[src/rtl/hnc_pkg.sv]
// Shared types, constants and helper functions for the HEVC NAL unit classifier.
// Used by every module under rtl; depends on nothing else.
package hnc_pkg;

  // Configuration port geometry: one 32-bit register per word.
  localparam int ADDR_W    = 3;
  localparam int REG_IDX_W = ADDR_W - 2;
  localparam int DATA_W    = 32;
  localparam logic [REG_IDX_W-1:0] REG_FRAMING_MODE = '0;

  // Queue sizes.
  localparam int FRONT_PTR_W = 2;
  localparam int FRONT_DEPTH = 1 << FRONT_PTR_W;
  localparam int OUT_PTR_W   = 1;
  localparam int OUT_DEPTH   = 1 << OUT_PTR_W;

  // Held header candidate and the bytes that follow it.
  localparam int HELD_DEPTH = 4;
  localparam logic [2:0] HELD_FULL = 3'd4;
  localparam logic [2:0] HELD_MAX  = 3'd3;

  // Length-prefix walk: phases 0..3 collect the prefix.
  localparam logic [2:0] LP_HEADER = 3'd4;
  localparam logic [2:0] LP_BODY   = 3'd5;

  // NAL unit types of interest (bits 6..1 of the first NAL byte).
  localparam logic [5:0] NAL_IDR_W_RADL = 6'd19;
  localparam logic [5:0] NAL_IDR_N_LP   = 6'd20;
  localparam logic [5:0] NAL_VPS        = 6'd32;
  localparam logic [5:0] NAL_SPS        = 6'd33;
  localparam logic [5:0] NAL_PPS        = 6'd34;

  typedef enum logic {
    MODE_START_CODE = 1'b0,
    MODE_LENGTH     = 1'b1
  } mode_t;

  typedef enum logic [1:0] {
    VERDICT_WAIT  = 2'd0,
    VERDICT_COUNT = 2'd1,
    VERDICT_STOP  = 2'd2
  } verdict_t;

  typedef struct packed {
    logic [7:0] data_byte;
    logic       end_of_buffer;
  } item_t;

  typedef struct packed {
    logic scan_ok;
    logic keyframe_seen;
    logic param_sets_seen;
  } result_t;

  // One byte after the front end has tagged and pre-decoded it.
  typedef struct packed {
    logic [7:0] data_byte;
    logic       end_of_buffer;
    mode_t      mode;
    logic       is_zero;
    logic       is_one;
    logic       hdr_key;
    logic       hdr_pset;
  } work_t;

  typedef struct packed {
    logic found;
    logic key;
    logic pset;
  } flags_t;

  typedef logic [HELD_DEPTH-1:0][7:0] held_t;

  function automatic logic nal_is_key(logic [7:0] hdr);
    logic [5:0] t;
    t = hdr[6:1];
    return (t == NAL_IDR_W_RADL) || (t == NAL_IDR_N_LP);
  endfunction

  function automatic logic nal_is_pset(logic [7:0] hdr);
    logic [5:0] t;
    t = hdr[6:1];
    return (t == NAL_VPS) || (t == NAL_SPS) || (t == NAL_PPS);
  endfunction

  // Record one counted NAL whose header byte is given.
  function automatic flags_t add_nal(flags_t f, logic [7:0] hdr);
    flags_t r;
    r       = f;
    r.found = 1'b1;
    if (nal_is_key(hdr)) r.key = 1'b1;
    if (nal_is_pset(hdr)) r.pset = 1'b1;
    return r;
  endfunction

  // Decide whether a held candidate is a real header, an empty NAL, or unknown yet.
  function automatic verdict_t held_verdict(held_t hb, logic [2:0] n);
    verdict_t v;
    if (hb[0] != 8'd0) v = VERDICT_COUNT;
    else if (n >= 3'd2 && hb[1] != 8'd0) v = VERDICT_COUNT;
    else if (n >= 3'd3 && hb[2] > 8'd1) v = VERDICT_COUNT;
    else if (n >= HELD_FULL)
      v = (hb[2] == 8'd1 || hb[3] == 8'd1) ? VERDICT_STOP : VERDICT_COUNT;
    else v = VERDICT_WAIT;
    return v;
  endfunction

endpackage

[src/rtl/hnc_front.sv]
// Front end: accepts input words, tags them with the framing mode and pre-decodes them,
// then queues them for the scanner. Depends on hnc_pkg.
module hnc_front (
  input  logic            clk,
  input  logic            rst,
  input  logic            push,
  output logic            full,
  input  hnc_pkg::item_t  item,
  input  hnc_pkg::mode_t  framing_mode,
  output logic            work_valid,
  output hnc_pkg::work_t  work,
  input  logic            take
);

  hnc_pkg::work_t                 entries [hnc_pkg::FRONT_DEPTH];
  logic [hnc_pkg::FRONT_PTR_W-1:0] wr_ptr;
  logic [hnc_pkg::FRONT_PTR_W-1:0] rd_ptr;
  logic [hnc_pkg::FRONT_PTR_W:0]   count;
  hnc_pkg::work_t                 decoded;
  logic                           do_push;
  logic                           do_pop;

  always_comb begin
    decoded.data_byte     = item.data_byte;
    decoded.end_of_buffer = item.end_of_buffer;
    decoded.mode          = framing_mode;
    decoded.is_zero       = (item.data_byte == 8'd0);
    decoded.is_one        = (item.data_byte == 8'd1);
    decoded.hdr_key       = hnc_pkg::nal_is_key(item.data_byte);
    decoded.hdr_pset      = hnc_pkg::nal_is_pset(item.data_byte);
  end

  assign full       = (count == (hnc_pkg::FRONT_PTR_W + 1)'(hnc_pkg::FRONT_DEPTH));
  assign work_valid = (count != '0);
  assign work       = entries[rd_ptr];
  assign do_push    = push && !full;
  assign do_pop     = take && work_valid;

  always_ff @(posedge clk) begin
    if (rst) begin
      wr_ptr <= '0;
      rd_ptr <= '0;
      count  <= '0;
    end else begin
      if (do_push) wr_ptr <= wr_ptr + 1'b1;
      if (do_pop) rd_ptr <= rd_ptr + 1'b1;
      if (do_push && !do_pop) count <= count + 1'b1;
      else if (!do_push && do_pop) count <= count - 1'b1;
    end
  end

  always_ff @(posedge clk) begin
    if (do_push) entries[wr_ptr] <= decoded;
  end

endmodule

[src/rtl/hnc_scan.sv]
// Back end: start-code and length-prefix framing on one byte per cycle, but a final
// byte waits for result queue room; forms per-buffer verdict. Depends on hnc_pkg.
module hnc_scan (
  input  logic             clk,
  input  logic             rst,
  input  logic             work_valid,
  input  hnc_pkg::work_t   work,
  output logic             take,
  input  logic             res_full,
  output logic             res_push,
  output hnc_pkg::result_t res
);

  logic [1:0]          zero_run, zero_run_next;
  logic                header_armed, header_armed_next;
  hnc_pkg::held_t      held_bytes, held_bytes_next;
  logic [2:0]          held_count, held_count_next;
  logic                scan_stopped, scan_stopped_next;
  logic [2:0]          length_phase, length_phase_next;
  logic [31:0]         bytes_remaining, bytes_remaining_next;
  logic                length_error, length_error_next;
  hnc_pkg::flags_t     result_flags, result_flags_next;
  hnc_pkg::verdict_t   verdict;
  logic                stop_now;
  logic [31:0]         prefix;

  // A final byte needs room for its result; other bytes always go through.
  assign take     = work_valid && (!work.end_of_buffer || !res_full);
  assign res_push = take && work.end_of_buffer;

  always_comb begin
    zero_run_next        = zero_run;
    header_armed_next    = header_armed;
    held_bytes_next      = held_bytes;
    held_count_next      = held_count;
    scan_stopped_next    = scan_stopped;
    length_phase_next    = length_phase;
    bytes_remaining_next = bytes_remaining;
    length_error_next    = length_error;
    result_flags_next    = result_flags;
    verdict              = hnc_pkg::VERDICT_WAIT;
    stop_now             = 1'b0;
    prefix               = {bytes_remaining[23:0], work.data_byte};

    if (work.mode == hnc_pkg::MODE_START_CODE) begin
      if (!scan_stopped) begin
        // Extend a pending candidate with this byte and try to settle it.
        if (held_count != 3'd0) begin
          if (held_count < hnc_pkg::HELD_FULL) begin
            held_bytes_next[held_count[1:0]] = work.data_byte;
          end
          held_count_next = held_count + 3'd1;
          verdict = hnc_pkg::held_verdict(held_bytes_next, held_count_next);
          case (verdict)
            hnc_pkg::VERDICT_STOP: begin
              scan_stopped_next = 1'b1;
              held_count_next   = 3'd0;
              stop_now          = 1'b1;
            end
            hnc_pkg::VERDICT_COUNT: begin
              result_flags_next = hnc_pkg::add_nal(result_flags_next, held_bytes_next[0]);
              held_count_next   = 3'd0;
            end
            default: begin
            end
          endcase
        end
        if (!stop_now) begin
          // The byte after a start code is a new candidate; non-zero counts at once.
          if (header_armed) begin
            header_armed_next  = 1'b0;
            held_bytes_next[0] = work.data_byte;
            held_count_next    = 3'd1;
            if (!work.is_zero) begin
              result_flags_next.found = 1'b1;
              if (work.hdr_key) result_flags_next.key = 1'b1;
              if (work.hdr_pset) result_flags_next.pset = 1'b1;
              held_count_next = 3'd0;
            end
          end
          if (work.is_zero) begin
            if (zero_run < 2'd2) zero_run_next = zero_run + 2'd1;
          end else begin
            if (work.is_one && zero_run == 2'd2) header_armed_next = 1'b1;
            zero_run_next = 2'd0;
          end
          if (work.end_of_buffer && held_count_next != 3'd0) begin
            result_flags_next = hnc_pkg::add_nal(result_flags_next, held_bytes_next[0]);
            held_count_next   = 3'd0;
          end
        end
      end
    end else begin
      if (!length_error) begin
        if (length_phase < hnc_pkg::LP_HEADER) begin
          bytes_remaining_next = prefix;
          length_phase_next    = length_phase + 3'd1;
          if (length_phase == 3'd3 && prefix == 32'd0) length_error_next = 1'b1;
        end else if (length_phase == hnc_pkg::LP_HEADER || length_phase == hnc_pkg::LP_BODY) begin
          if (length_phase == hnc_pkg::LP_HEADER) begin
            held_bytes_next[0] = work.data_byte;
            held_count_next    = 3'd1;
            length_phase_next  = hnc_pkg::LP_BODY;
          end
          bytes_remaining_next = bytes_remaining - 32'd1;
          if (bytes_remaining == 32'd1) begin
            result_flags_next = hnc_pkg::add_nal(result_flags_next, held_bytes_next[0]);
            held_count_next   = 3'd0;
            length_phase_next = 3'd0;
          end
        end else begin
          length_phase_next = 3'd0;
        end
        // The buffer ending inside a NAL is a truncation error.
        if (work.end_of_buffer && !length_error_next && length_phase_next >= hnc_pkg::LP_HEADER) begin
          length_error_next = 1'b1;
        end
      end
    end

    res.scan_ok         = result_flags_next.found && !length_error_next;
    res.keyframe_seen   = result_flags_next.key;
    res.param_sets_seen = result_flags_next.pset;

    if (work.end_of_buffer) begin
      zero_run_next        = 2'd0;
      header_armed_next    = 1'b0;
      held_bytes_next      = '0;
      held_count_next      = 3'd0;
      scan_stopped_next    = 1'b0;
      length_phase_next    = 3'd0;
      bytes_remaining_next = 32'd0;
      length_error_next    = 1'b0;
      result_flags_next    = '0;
    end
  end

  always_ff @(posedge clk) begin
    if (rst) begin
      zero_run        <= 2'd0;
      header_armed    <= 1'b0;
      held_bytes      <= '0;
      held_count      <= 3'd0;
      scan_stopped    <= 1'b0;
      length_phase    <= 3'd0;
      bytes_remaining <= 32'd0;
      length_error    <= 1'b0;
      result_flags    <= '0;
    end else if (take) begin
      zero_run        <= zero_run_next;
      header_armed    <= header_armed_next;
      held_bytes      <= held_bytes_next;
      held_count      <= held_count_next;
      scan_stopped    <= scan_stopped_next;
      length_phase    <= length_phase_next;
      bytes_remaining <= bytes_remaining_next;
      length_error    <= length_error_next;
      result_flags    <= result_flags_next;
    end
  end

`ifndef ASSERT_OFF
  a_held_bound: assert property (@(posedge clk) disable iff (rst)
    held_count <= hnc_pkg::HELD_MAX)
    else $error("held candidate count out of range");

  a_phase_bound: assert property (@(posedge clk) disable iff (rst)
    length_phase <= hnc_pkg::LP_BODY)
    else $error("length phase out of range");

  a_body_nonzero: assert property (@(posedge clk) disable iff (rst)
    (length_phase >= hnc_pkg::LP_HEADER && !length_error) |-> bytes_remaining != 32'd0)
    else $error("inside a NAL body with no bytes due");

  a_clear_after_buffer: assert property (@(posedge clk) disable iff (rst)
    res_push |=> (result_flags == '0 && held_count == 3'd0 && !length_error))
    else $error("buffer state not cleared after final byte");
`endif

endmodule

[src/rtl/hnc_out.sv]
// Result queue: holds finished buffer verdicts until the consumer pops them.
// Depends on hnc_pkg.
module hnc_out (
  input  logic             clk,
  input  logic             rst,
  input  logic             res_push,
  input  hnc_pkg::result_t res,
  output logic             res_full,
  output logic             empty,
  input  logic             pop,
  output hnc_pkg::result_t result
);

  hnc_pkg::result_t                entries [hnc_pkg::OUT_DEPTH];
  logic [hnc_pkg::OUT_PTR_W-1:0]   wr_ptr;
  logic [hnc_pkg::OUT_PTR_W-1:0]   rd_ptr;
  logic [hnc_pkg::OUT_PTR_W:0]     count;
  logic                            do_pop;

  assign res_full = (count == (hnc_pkg::OUT_PTR_W + 1)'(hnc_pkg::OUT_DEPTH));
  assign empty    = (count == '0);
  assign result   = entries[rd_ptr];
  assign do_pop   = pop && !empty;

  always_ff @(posedge clk) begin
    if (rst) begin
      wr_ptr <= '0;
      rd_ptr <= '0;
      count  <= '0;
    end else begin
      if (res_push) wr_ptr <= wr_ptr + 1'b1;
      if (do_pop) rd_ptr <= rd_ptr + 1'b1;
      if (res_push && !do_pop) count <= count + 1'b1;
      else if (!res_push && do_pop) count <= count - 1'b1;
    end
  end

  always_ff @(posedge clk) begin
    if (res_push) entries[wr_ptr] <= res;
  end

endmodule

[src/rtl/hevc_nal_unit_classifier.sv]
// Top level of the HEVC NAL unit classifier: configuration register, front end,
// scanner and result queue. Depends on hnc_pkg, hnc_front, hnc_scan and hnc_out.
//
//   Channel   Handshake        Payload                                   Direction
//   input     push / full      item: data_byte[7:0], end_of_buffer      in
//   result    pop / empty      result: scan_ok, keyframe_seen,
//                              param_sets_seen                           out
//   config    APB psel/penable paddr, pwdata, prdata; framing_mode at 0 in/out
//
// The block takes one byte per cycle unless a final byte waits for result queue room;
// the scanner computes each byte's next framing state combinationally and registers
// it when it takes the byte. A final byte is written into the input queue; the
// scanner takes it from there and writes the verdict into the result queue at the
// same edge at which it takes the byte; the result queue then shows it on its ports.
// Reset is synchronous: it empties both queues, clears all scanning state and
// selects start-code framing. A full result queue holds back the final byte of a
// buffer and the bytes behind it, not earlier ones; a full input queue raises full.
module hevc_nal_unit_classifier (
  input  logic                        clk,
  input  logic                        rst,
  input  logic                        push,
  output logic                        full,
  input  hnc_pkg::item_t              item,
  output logic                        empty,
  input  logic                        pop,
  output hnc_pkg::result_t            result,
  input  logic                        psel,
  input  logic                        penable,
  input  logic                        pwrite,
  input  logic [hnc_pkg::ADDR_W-1:0]  paddr,
  input  logic [hnc_pkg::DATA_W-1:0]  pwdata,
  output logic [hnc_pkg::DATA_W-1:0]  prdata,
  output logic                        pready
);

  hnc_pkg::mode_t   framing_mode;
  logic             work_valid;
  hnc_pkg::work_t   work;
  logic             take;
  logic             res_full;
  logic             res_push;
  hnc_pkg::result_t res;
  logic             reg_hit;

  // Registers sit one per 32-bit word; the byte offset bits are ignored.
  assign pready  = 1'b1;
  assign reg_hit = (paddr[hnc_pkg::ADDR_W-1:2] == hnc_pkg::REG_FRAMING_MODE);

  always_ff @(posedge clk) begin
    if (rst) begin
      framing_mode <= hnc_pkg::MODE_START_CODE;
    end else if (psel && penable && pwrite && reg_hit) begin
      framing_mode <= hnc_pkg::mode_t'(pwdata[0]);
    end
  end

  always_comb begin
    prdata = '0;
    if (reg_hit) prdata[0] = framing_mode;
  end

  // Each byte carries the framing mode in force when it was accepted.
  hnc_front u_front (
    .clk          (clk),
    .rst          (rst),
    .push         (push),
    .full         (full),
    .item         (item),
    .framing_mode (framing_mode),
    .work_valid   (work_valid),
    .work         (work),
    .take         (take)
  );

  hnc_scan u_scan (
    .clk        (clk),
    .rst        (rst),
    .work_valid (work_valid),
    .work       (work),
    .take       (take),
    .res_full   (res_full),
    .res_push   (res_push),
    .res        (res)
  );

  hnc_out u_out (
    .clk      (clk),
    .rst      (rst),
    .res_push (res_push),
    .res      (res),
    .res_full (res_full),
    .empty    (empty),
    .pop      (pop),
    .result   (result)
  );

endmodule
[config.mk]
export PLATFORM = sky130hd
export DESIGN_NAME = hevc_nal_unit_classifier
export DESIGN_NICKNAME = d
export VERILOG_FILES = /design/src/rtl/hnc_pkg.sv /design/src/rtl/hnc_front.sv /design/src/rtl/hnc_scan.sv /design/src/rtl/hnc_out.sv /design/src/rtl/hevc_nal_unit_classifier.sv
export SDC_FILE = /design/constraint.sdc
export NUM_CORES = 1
export LEC_CHECK = 0
export ABC_AREA = 1
export BUFFER_PORTS_ARGS = -buffer_cell sky130_fd_sc_hd__clkbuf_2
export CORE_MARGIN = 4
export CORE_UTILIZATION = 65
export CTS_BUF_LIST = sky130_fd_sc_hd__clkbuf_2
export DETAILED_ROUTE_END_ITERATION = 8
export GPL_ROUTABILITY_DRIVEN = 0
export PLACE_DENSITY = 0.87
export SYNTH_ARGS = -nofsm -noshare
export SYNTH_HDL_FRONTEND = slang
export SYNTH_SLANG_ARGS = --single-unit
[constraint.sdc]
create_clock -name clk -period 9.2 [get_ports clk]
set_input_delay 1.84 -clock clk [delete_from_list [all_inputs] [get_ports clk]]
set_output_delay 1.84 -clock clk [all_outputs]
set_load 0.01 [all_outputs]
# --- Word level (Yosys, flattened, before mapping) ---
# Memory sizes are Yosys's and may differ from the RTL's. A register that Yosys moved wholly into a read port is not among the register bits.
# Cells that the tools add are included.
totals:
  register_bits: 90
  latch_bits: 0
  mem_bits_rw: 62
  romBits: 0
  input_bits: 51
  output_inout_bits: 38
  wordCells: 284
  memories: 2
classes:
  addsub: 12
  n_mul: 0
  div: 0
  order_cmp: 10
  eq_ne: 43
  n_shift: 0
  mux: 125
  bitwise: 1
  reduce_logical: 69
mem_list:
  columns: ["name", "depth", "width", "read_ports", "rd_ports_with_merged_regs", "write_ports", "line_no", "source"]
  rows:
  - ["u_front.entries", 4, 14, 1, 1, 1, "hnc_front.sv:15", "hnc_pkg::work_t entries [hnc_pkg::FRONT_DEPTH];"]
  - ["u_out.entries", 2, 3, 1, 1, 1, "hnc_out.sv:14", "hnc_pkg::result_t entries [hnc_pkg::OUT_DEPTH];"]
op_table:
  columns: ["op", "n"]
  rows:
  - ["32-bit two-way mux", 12]
  - ["3-bit two-way mux", 40]
  - ["8-bit two-way mux", 15]
  - ["6-bit equality test (second input constant)", 12]
  - ["6-bit by 5-bit equality test with 1-bit output (second input constant)", 8]
  - ["1-bit two-way mux", 37]
  - ["2-bit two-way mux", 18]
  - ["32-bit bitwise mux", 1]
  - ["32-bit by 1-bit equality test with 1-bit output (second input constant)", 1]
  - ["32-bit zero test", 1]
  - ["32-bit by 1-bit subtractor with 32-bit output (second input constant)", 1]
  - ["8-bit by 1-bit equality test with 1-bit output (second input constant)", 3]
  - ["24-bit two-way mux", 1]
  - ["1-bit logical AND", 21]
  - ["8-bit demux with 2-bit select", 1]
  - ["8-bit nonzero test", 2]
  - ["1-bit logical OR", 15]
  - ["3-bit by 2-bit != test with 1-bit output (second input constant)", 5]
  - ["4-bit AND reduction", 3]
  - ["6-bit AND reduction", 2]
  - ["3-bit nonzero test", 4]
  - ["1-bit zero test", 10]
  - ["5-bit AND reduction", 2]
  - ["3-bit by 1-bit adder with 3-bit output (second input constant)", 3]
  - ["25 further kinds", 42]

# --- Longest topological paths before layout ---
# Gate-level depths: netlist of the first run.
logic_depth:
  word_depth: 36
  depth_mapped: 30
  depth_no_buf: 29

# --- Modules after synthesis ---
# A second synthesis of the first run with hierarchy kept.
hier_totals:
  cells_unflattened: 1185
  hier_area_um2: 9163.8
by_module_without_submodules:
  columns: ["module", "n_inst", "cells_per_inst", "area_per_inst_um2", "seq_area_each_um2"]
  rows:
  - ["hnc_scan", 1, 874, 5652.9, 1561.5]
  - ["hnc_front", 1, 220, 2741.4, 1861.8]
  - ["hnc_out", 1, 44, 451.7, 280.3]
  - ["hevc_nal_unit_classifier", 1, 47, 317.8, 20.0]

# --- Worst setup path before layout of the first run ---
# OpenSTA, ideal clock, no wires.
synth_path:
  kind: "input -> output"
  startpoint: "in paddr[2] (netlist bit)"
  endpoint: "out prdata[0] (netlist bit)"
  t_arrival_ns: 2.009
  required_ns: 7.360
  slack_ns: 5.351
  stages: 1
  n_path_buf: 0
  path_cell_list: "nor2_1"
synth_via:
  elab_chain_len: 1
synth_rtl:
  columns: ["element", "line_no", "source"]
  rows:
  - ["start: declaration", "hevc_nal_unit_classifier.sv:30", "input logic [hnc_pkg::ADDR_W-1:0] paddr,"]
  - ["1-bit two-way mux", "hevc_nal_unit_classifier.sv:59", "if (reg_hit) prdata[0] = framing_mode;"]
  - ["end: declaration", "hevc_nal_unit_classifier.sv:32", "output logic [hnc_pkg::DATA_W-1:0] prdata,"]
# No other way between the ends.

==> results of run 1 <==
kinds of logic after synthesis:
family	count (synthesis)	synth area share, %
AND/OR/NAND/NOR	535	26.2
adder cells (fa/ha/maj)	20	2.94
multiplexers	3	0.386
flip-flops	155	42.5
XOR/XNOR	10	1.00
buffers and inverters	181	10.0
AO/OA/AOI/OAI	256	16.8
other	2	0.0858
stage by stage:
stage | setup slack (ns) | hold slack (ns) | cell area, sq um | total power, W | util (%)
CTS | 5.13 | 0.472 | 9060 | 0.00264 | 68.7
finish | 5.04 | 0.451 | 9060 | 0.00266 | 68.7
global route | 4.65 | 0.464 | 9060 | 0.00286 | 68.7
detailed placement | 5.18 | 0.457 | 8800 | 0.00224 | 66.7
floorplan | 5.35 | 0.436 | 8870 | 0.00196 | -
global placement | 5.18 | 0.454 | 8800 | 0.00221 | 66.7
Yosys cell counts (3+ instances only):
cell type	count	share of area, %
nand2_1	282	12
nor2_1	127	5.4
inv_1	98	4.2
a21oi_1	96	5.5
dfxtp_1	93	21
o21ai_0	86	4.9
edfxtp_1	62	21
nand3_1	60	3.4
buf_4	34	2.9
clkbuf_1	21	0.90
a22oi_1	19	1.6
ha_1	19	2.7
o211ai_1	15	1.3
nor3_1	13	0.74
nor4_1	13	0.93
buf_2	10	0.57
nand4_1	10	0.71
o22ai_1	10	0.71
o21ai_1	7	0.40
buf_6	6	0.77
nand2_2	6	0.43
or2_2	6	0.43
xor2_1	6	0.60
a211oi_1	5	0.43
inv_2	5	0.21
xnor2_1	4	0.40
buf_1	3	0.13
mux2_2	3	0.39
nor2_2	3	0.21
nor2_4	3	0.39
nor3_2	3	0.34
o21ai_2	3	0.30
power by group through the flow:
stage | Sequential (W) | Combinational [W] | Clock, W
6_report | 0.000887 | 0.00137 | 0.000402
5_1_grt | 0.000898 | 0.00152 | 0.000435
4_1_cts | 0.000885 | 0.00135 | 0.000409
3_5_place_dp | 0.000900 | 0.00134 | 0
3_3_place_gp | 0.000895 | 0.00131 | 0
2_1_floorplan | 0.000873 | 0.00109 | 0
path summary, 6_finish.rpt:
| path | slack (ns) | from | endpoint | cells after the start |
|---|---|---|---|---|
| max | 5.04 | flip-flop | u_scan.result_flags[0]$_SDFFE_PP0P_ | 24 |
| min | 0.45 | u_out.rd_ptr$_SDFFE_PP0P_ | flip-flop | 2 |
| max reg2reg | 5.04 | flip-flop | u_scan.result_flags[0]$_SDFFE_PP0P_ | 24 |
| min reg2reg | 0.45 | u_out.rd_ptr$_SDFFE_PP0P_ | flip-flop | 2 |
flip-flops by register name, summed over array words and instances (netlist names), named ones only:
name	count
framing_mode	1
u_scan.header_armed	1
u_out.entries	6
u_scan.result_flags	3
u_front.wr_ptr	2
u_front.entries	56
u_scan.zero_run	2
u_scan.length_error	1
u_out.rd_ptr	1
u_scan.held_bytes	32
u_scan.held_count	3
u_scan.scan_stopped	1
u_front.count	3
u_out.wr_ptr	1
u_scan.bytes_remaining	32
u_front.rd_ptr	2
u_scan.length_phase	3
u_out.count	2
metal layers:
layer / part of all wire (%) / up-vias
met3: 8.8 / 46
li1: - / 3867
met5: 0 / -
met1: 42 / 3562
met2: 47 / 370
met4: 2.3 / 0
worst max-delay path: stages, from the launching register on:
cell      delay [ns]
dfxtp_1         0.75
inv_1           0.44
nand3_1         0.23
nand2_1         0.33
o21ai_0         0.37
nor2_1          0.10
nand4_1         0.10
nand2_1         0.07
nor2_1          0.08
nor2_1          0.06
ha_1            0.29
inv_1           0.06
nor2_1          0.13
nand2_1         0.07
nand3_1         0.11
nand2_1         0.10
a21oi_1         0.17
nand3b_1        0.11
nand2_1         0.07
nand2_1         0.05
nand2_1         0.07
nand2_1         0.06
nand2_1         0.14
nand2_1         0.07
a21oi_1         0.12
final cells by class:
class / count / area [sq um] / share of cell area (%)
Inverter: 107 / 414 / 4.57
Clock inverter: 15 / 174 / 1.92
Timing Repair Buffer: 31 / 175 / 1.93
Sequential cell: 155 / 3720 / 41.1
Multi-Input combinational cell: 856 / 4270 / 47.1
Clock buffer: 17 / 85.1 / 0.939
Tap cell: 176 / 220 / 2.43
==> impl_metrics.yaml, run 1 <==
status:
  status: "complete, no violations"
yosys:
  yosysSeqAreaShare_pct: 42.5
  yosysUniqueCellTypes: 56
  ys_ff_latch: 155
  async_flop_share_pct: 0
  syn_avg_cell_area_sq_um: 7.53
  synth-edff-count: 62
  yosys_warnings: 0
  synthFlopType: "dfxtp_1"
  netlist_area_sq_mm: 0.00875
  synth_cells: 1162
timing:
  setup_viol: 0
  worst_pin_slew_ns: 1.27
  hold_viol: 0
  fin_setup_tns_ns: 0
  fin_crit_ns: 4.16
  fmax_mhz: 241
  slew_viol_final: 0
  period_share_pct: 45.2
  clock_skew_ns: 0.0347
  slew_headroom_pct: 13.4
  grt_setup_unrepaired: "no"
routing:
  drtPass1Iterations: 7
  wl_per_cell_um: 15.0
  drt-total-wl_um: 20400
  vias: 7845
  drc: 0
  ant_nets: 0
  first_iter_violations: 1146
  vias_per_cell: 5.78
global_routing:
  grt_max_degree: 73
  grt_usage_pct: 27.3
  grt_pass1_wl_um: 32700
  grt_util_met2_pct: 42.5
  grt.overflow.total: 0
  grt.busiest_layer: "met2"
  antenna_found_initial: 0
  grtUsageMet3_pct: 5.86
  met1_usage_pct: 37.1
  grt_pass1_vias: 6758
clock_network:
  clk_pin_slew_ns: 0.23
  clk_path_buf_depth: 2
  cts_tree: "built"
  clk_latency_ns: 0.76
  cts_setup_buffers: 0
  root_buffer: "clkbuf_2"
  cts-htree-levels: 4
  cts_resized: 0
  hold_buffers: 0
  numCtsBuffers: 17
  cts.sinks: 155
critical_path:
  cp-start-kind: "flip-flop"
  worstSetupEndpointType: "flip-flop"
  cp_max_fo: 15
  worstSetupPathType: "reg -> reg"
  cp.arrival_ns: 4.87
  cp.required_ns: 9.91
floorplanning:
  rows: 42
  io_pins: 89
  core_area_sq_mm: 0.0132
  dieArea_sq_mm: 0.0154
  die_h_um: 124
  die_w_um: 124
  start_util_pct: 66.4
cells_and_area:
  nNetsFinal: 1239
  fillers: 1083
  fin_cells: 1357
  final_cell_mix: "nand2_1, nor2_1, inv_1, a21oi_1, dfxtp_1"
  final_common_cell: "nand2_1"
  num_antenna_cells: 0
  area_growth_pct: 3.47
  drive_gt1_share_pct: 8.55
pwr:
  p_leak_nw: 3.67
  sequentialPowerShare_pct: 33.3
  pwr-share-clk_pct: 15.1
  cellPowerDensity_mw_per_mm2: 294
  swShare_pct: 49.6
  ir_drop_mv: 0.161
  intPower_w: 0.00134
  combPwrFrac_pct: 51.6
  p_switching_w: 0.00132
placement:
  place_inst: 1325
  dpl.hpwl_um: 13800
  io_buffers: 23
worst_hold_path:
  min_path_type: "reg -> reg"
job:
  maxCapViolCount: 0
No activity file was read; power rests on OpenSTA's default activity.
==> run 2, diff against run 1 <==
CORE_UTILIZATION = 62   (was 65)
PLACE_DENSITY = 0.83   (was 0.87)
clock period = 4.34 ns   (was 9.2 ns; I/O delays follow)
==> run 2 against run 1 <==
  * Maximum frequency is 5.2% higher
  * Wire length decreased by 1.9%
  * Critical endpoint is now u_out.entries[0][2]$_DFFE_PP_
  * Sequential cell count is the same
  * Core utilization decreased by 3.1 points
  * Non-clock buffer count increased by 6
  * Sequential power increased by 110%
  * Design area rose by 0.50%
  * Via count fell by 0.17%
==> impl_metrics.yaml, run 2 (synthesis results as in run 1) <==
cells_and_area:
  final_cell_mix: "nand2_1, nor2_1, inv_1, a21oi_1, dfxtp_1"
  largest-register: "u_front.entries"
  drive_gt1_share_pct: 9.10
  final_common_cell: "nand2_1"
  fillers: 1202
  fin_cells: 1369
  top_regs: "u_front.entries x56, u_scan.bytes_remaining x32, u_scan.held_bytes x32"
  nNetsFinal: 1245
  area_growth_pct: 3.99
  largest_reg_flops: 56
clock_network:
  hold_buffers: 0
  cts.sinks: 155
  cts-htree-levels: 4
  clk_latency_ns: 0.75
  clk_path_buf_depth: 2
  clk_pin_slew_ns: 0.23
  cts_tree: "built"
  numCtsBuffers: 17
  root_buffer: "clkbuf_2"
timing:
  layout_setup_ws_ns: 0.390
  whs_ns: 0.322
  clock_skew_ns: 0.0286
  period_share_pct: 91.0
  fin_crit_ns: 3.95
  fin_setup_tns_ns: 0
  slew_headroom_pct: 14.8
  hold_viol: 0
  grt_setup_unrepaired: "no"
  slew_viol_final: 0
  worst_pin_slew_ns: 1.25
  fmax_mhz: 253
  setup_viol: 0
routing:
  wl_per_cell_um: 14.6
  vias_per_cell: 5.72
  first_iter_violations: 893
  drc: 0
  vias: 7832
  drt-total-wl_um: 20000
  drtPass1Iterations: 7
  ant_nets: 0
critical_path:
  worstSetupEndpointType: "flip-flop"
  worstSetupPathType: "reg -> reg"
  critical_path.cell_chain: "inv_1 > ha_1 > nand2_1 > clkinv_1 > o21ai_0 > nand2_1 > nor2_1 > nand3_1 > o31ai_1 > nand3_1 > nor3_2 > ha_1 > nand2_1 > nand2_1 > nand3_1 > nand2_1 > inv_1 > nand2_1 > nand2_1 > a21oi_1 > o21ai_0 > a31oi_1"
  timing.critical_path.mode_cell: "nand2_1"
  cp_top_family: "simple AND/OR/NAND/NOR gates"
  crit_buf_inv: 3
  cp.required_ns: 4.82
  critPathSlowestCell: "dfxtp_1"
  cp-start-kind: "flip-flop"
  cp_slowest_stage_delay_ns: 0.52
  cp_max_fo: 10
  cp.arrival_ns: 4.43
global_routing:
  grt_pass1_vias: 6978
  grt_usage_pct: 25.2
  grt_pass1_wl_um: 33400
  antenna_found_initial: 1
  grt_max_degree: 72
  grt.overflow.total: 0
pwr:
  cellPowerDensity_mw_per_mm2: 623
  p_leak_nw: 3.70
  p_total_w: 0.00567
  ir_drop_mv: 0.289
placement:
  dpl.hpwl_um: 14000
  place_inst: 1335
  place_ws_ns: 0.512
  io_buffers: 23
floorplanning:
  die_w_um: 127
  start_util_pct: 63.1
  core_area_sq_mm: 0.0139
  rows: 43
  die_h_um: 127
  dieArea_sq_mm: 0.0161
  io_pins: 89
status:
  status: "complete, no violations"
worst_hold_path:
  min_path_type: "in -> reg"
job:
  maxCapViolCount: 0
## run 2: layout make-up
| cell class | instances | area (sq um) | area share (%) |
|---|---|---|---|
| clock inverters | 14 | 159 | 1.75 |
| clock buffers | 18 | 90.1 | 0.990 |
| well taps | 180 | 225 | 2.47 |
| diodes | 2 | 5.00 | 0.0550 |
| multi-input cells | 856 | 4270 | 46.9 |
| repair buffers | 37 | 220 | 2.42 |
| inverters | 107 | 414 | 4.55 |
| flip-flops and latches | 155 | 3720 | 40.9 |
## run 2: report_power, final
| part | switching (W) | total (W) | internal [W] | leakage (nW) |
|---|---|---|---|---|
| Sequential | 0.000144 | 0.00187 | 0.00172 | 1.33 |
| Combinational | 0.00213 | 0.00297 | 0.000840 | 2.23 |
| Clock | 0.000550 | 0.000830 | 0.000280 | 0.143 |
| Total | 0.00282 | 0.00567 | 0.00284 | 3.70 |
## run 2: per-layer routing
metal	GRT usage [%]	wire [um]	share of wire (%)
met4	7.63	433	2.2
met5	0	0	0
met3	5.22	1660	8.3
met1	34.9	8600	43
met2	40.2	9290	46
## run 2: worst paths after layout
check	slack, ns	startpoint	depth (start not counted)	to
hold / removal	0.32	item[0]	1	u_front.entries[2][5]$_DFFE_PP_
setup reg to reg	0.39	u_scan.held_count[0]$_SDFFE_PP0P_	22	u_out.entries[0][2]$_DFFE_PP_
setup / recovery	0.39	u_scan.held_count[0]$_SDFFE_PP0P_	22	u_out.entries[0][2]$_DFFE_PP_
hold reg to reg	0.48	u_scan.held_bytes[7]$_SDFFE_PP0P_	2	u_scan.held_bytes[7]$_SDFFE_PP0P_
## run 2: per-stage QoR
step,util [%],area [sq um]
after global routing,65.6,9100
after global placement,63.7,8850
after floorplan,-,8870
final,65.6,9100
after detailed placement,63.7,8850
after CTS,65.5,9100
## run 2: what timing repair did
item,in CTS,in global routing
buffers inserted,0,0
endpoints found under the setup margin,0,2
resized for setup,0,1
==> run 3, diff against run 2 <==
CORE_ASPECT_RATIO = 1.1   (was not set)
==> run 3 against run 2 <==
  * Combinational power is essentially flat
  * Power fell by 0.10%
  * Core utilization up 0.50 points
  * Hold slack improved by 0.0015 ns
  * Critical endpoint unchanged
  * Clock power rose by 3.0%
==> impl_metrics.yaml, run 3 (synthesis results as in run 1) <==
status:
  status: "complete, no violations"
floorplanning:
  start_util_pct: 63.5
  dieArea_sq_mm: 0.0161
  die_w_um: 121
  rows: 45
  io_pins: 89
  core_area_sq_mm: 0.0138
  die_h_um: 133
critical_path:
  rr_worst_depth: 21
  cp-start-kind: "flip-flop"
  worstSetupEndpointType: "flip-flop"
  cp_max_fo: 28
  cp.arrival_ns: 4.25
  worstSetupPathType: "reg -> reg"
  r2r_setup_slack_ns: 0.57
  cp.required_ns: 4.83
  regToRegEndpoint: "u_out.entries[0][2]$_DFFE_PP_"
worst_hold_path:
  min_to: "u_front.entries[1][5]$_DFFE_PP_"
  min_path_cells: 1
  min_path_type: "in -> reg"
  hold_start: "item[0]"
cells_and_area:
  nNetsFinal: 1244
  area_growth_pct: 4.13
  final_common_cell: "nand2_1"
  fillers: 1193
  multi_input_area_sq_mm: 0.00427
  drive_gt1_share_pct: 9.27
  num_antenna_cells: 0
  final_cell_mix: "nand2_1, nor2_1, inv_1, a21oi_1, dfxtp_1"
  finalInstanceArea_sq_mm: 0.00911
  largest_reg_flops: 56
  largest-register: "u_front.entries"
  top_regs: "u_front.entries x56, u_scan.bytes_remaining x32, u_scan.held_bytes x32"
  ff_latch_area_sq_mm: 0.00372
  fin_cells: 1374
global_routing:
  grt_max_degree: 72
  grt.overflow.total: 0
  grt_pass1_wl_um: 33000
  grt_usage_pct: 25.3
  met1_usage_pct: 32.8
  grt.busiest_layer: "met2"
  grt_pass1_vias: 6911
  antenna_found_initial: 0
  grt_util_met2_pct: 42.2
  grtUsageMet3_pct: 5.04
routing:
  wl_per_cell_um: 14.4
  drc: 0
  first_iter_violations: 858
  ant_nets: 0
  vias_per_cell: 5.60
  drtPass1Iterations: 5
  vias: 7695
  drt-total-wl_um: 19900
timing:
  grt_setup_unrepaired: "no"
  slew_viol_final: 0
  hold_viol: 0
  slew_headroom_pct: 15.3
  setup_viol: 0
  fmax_mhz: 266
  fin_crit_ns: 3.77
  period_share_pct: 86.8
  fin_setup_tns_ns: 0
  clock_skew_ns: 0.0379
  worst_pin_slew_ns: 1.24
pwr:
  ir_drop_mv: 0.463
  cellPowerDensity_mw_per_mm2: 621
  p_leak_nw: 3.71
  p_total_w: 0.00566
clock_network:
  hold_buffers: 0
  cts_tree: "built"
  cts-htree-levels: 4
  cts_setup_buffers: 0
  root_buffer: "clkbuf_2"
  numCtsBuffers: 17
  clk_latency_ns: 0.73
  cts.sinks: 155
  clk_path_buf_depth: 2
  clk_pin_slew_ns: 0.25
placement:
  place_inst: 1342
  io_buffers: 23
  place_area_sq_mm: 0.00885
  dpl.hpwl_um: 13700
job:
  maxCapViolCount: 0
## run 3: layout make-up
| type | count | share of cell area (%) |
|---|---|---|
| inverters | 107 | 4.58 |
| multi-input cells | 856 | 46.8 |
| clock buffers | 17 | 0.933 |
| well taps | 188 | 2.58 |
| flip-flops and latches | 155 | 40.9 |
| clock inverters | 15 | 1.91 |
| repair buffers | 36 | 2.33 |
## run 3: power by group
group          switching, W  internal (W)
clock              0.000567      0.000288
combinational       0.00211      0.000833
sequential         0.000141       0.00172
## run 3: worst max-delay path by stage
stage                                            startpoint                             endpoint  slack, ns  cells past startpoint
after CTS                 u_scan.held_count[0]$_SDFFE_PP0P_        u_out.entries[0][2]$_DFFE_PP_       0.53                     22
after global routing      u_scan.held_count[0]$_SDFFE_PP0P_  u_scan.result_flags[1]$_SDFFE_PP0P_       0.07                     28
after detailed placement  u_scan.held_count[0]$_SDFFE_PP0P_        u_out.entries[0][2]$_DFFE_PP_       0.57                     22
after global placement    u_scan.held_count[0]$_SDFFE_PP0P_        u_out.entries[0][2]$_DFFE_PP_       0.66                     22
final                                             flip-flop        u_out.entries[0][2]$_DFFE_PP_       0.57                     21
after floorplan           u_scan.held_count[0]$_SDFFE_PP0P_        u_out.entries[0][2]$_DFFE_PP_       1.18                     22
## run 3: timing repair
item	in CTS	in global routing
resized for setup	0	3
endpoints found under the setup margin	0	4
hold endpoints to repair	0	0
## run 3: stage by stage
step | utilization (%) | hold slack, ns | setup slack [ns]
detailed placement | 64.2 | 0.459 | 0.569
global placement | 64.2 | 0.453 | 0.662
global route | 66.1 | 0.223 | 0.0727
finish | 66.1 | 0.324 | 0.575
CTS | 66.0 | 0.262 | 0.528
floorplan | - | 0.436 | 1.18
## run 3: worst max-delay path, stage by stage (launching register included)
cell     delay [ns]
dfxtp_1        0.45
inv_2          0.22
nand2_1        0.11
nand3_1        0.11
nand2_1        0.37
o21ai_0        0.18
nor4_1         0.36
nand2_1        0.10
nand2_1        0.07
nand3_1        0.09
nor3_2         0.16
ha_1           0.28
nand2_1        0.10
nand2_1        0.05
nand3_1        0.09
nand2_1        0.07
inv_1          0.07
nand2_1        0.05
nand2_1        0.11
a21oi_1        0.09
o21ai_0        0.24
a31oi_1        0.17
## run 3: routing by layer
| metal | share of wire, % | vias to the layer above |
|---|---|---|
| met5 | 0 | - |
| met4 | 2.8 | 0 |
| met3 | 6.2 | 46 |
| met2 | 49 | 261 |
| met1 | 42 | 3505 |
| li1 | - | 3883 |
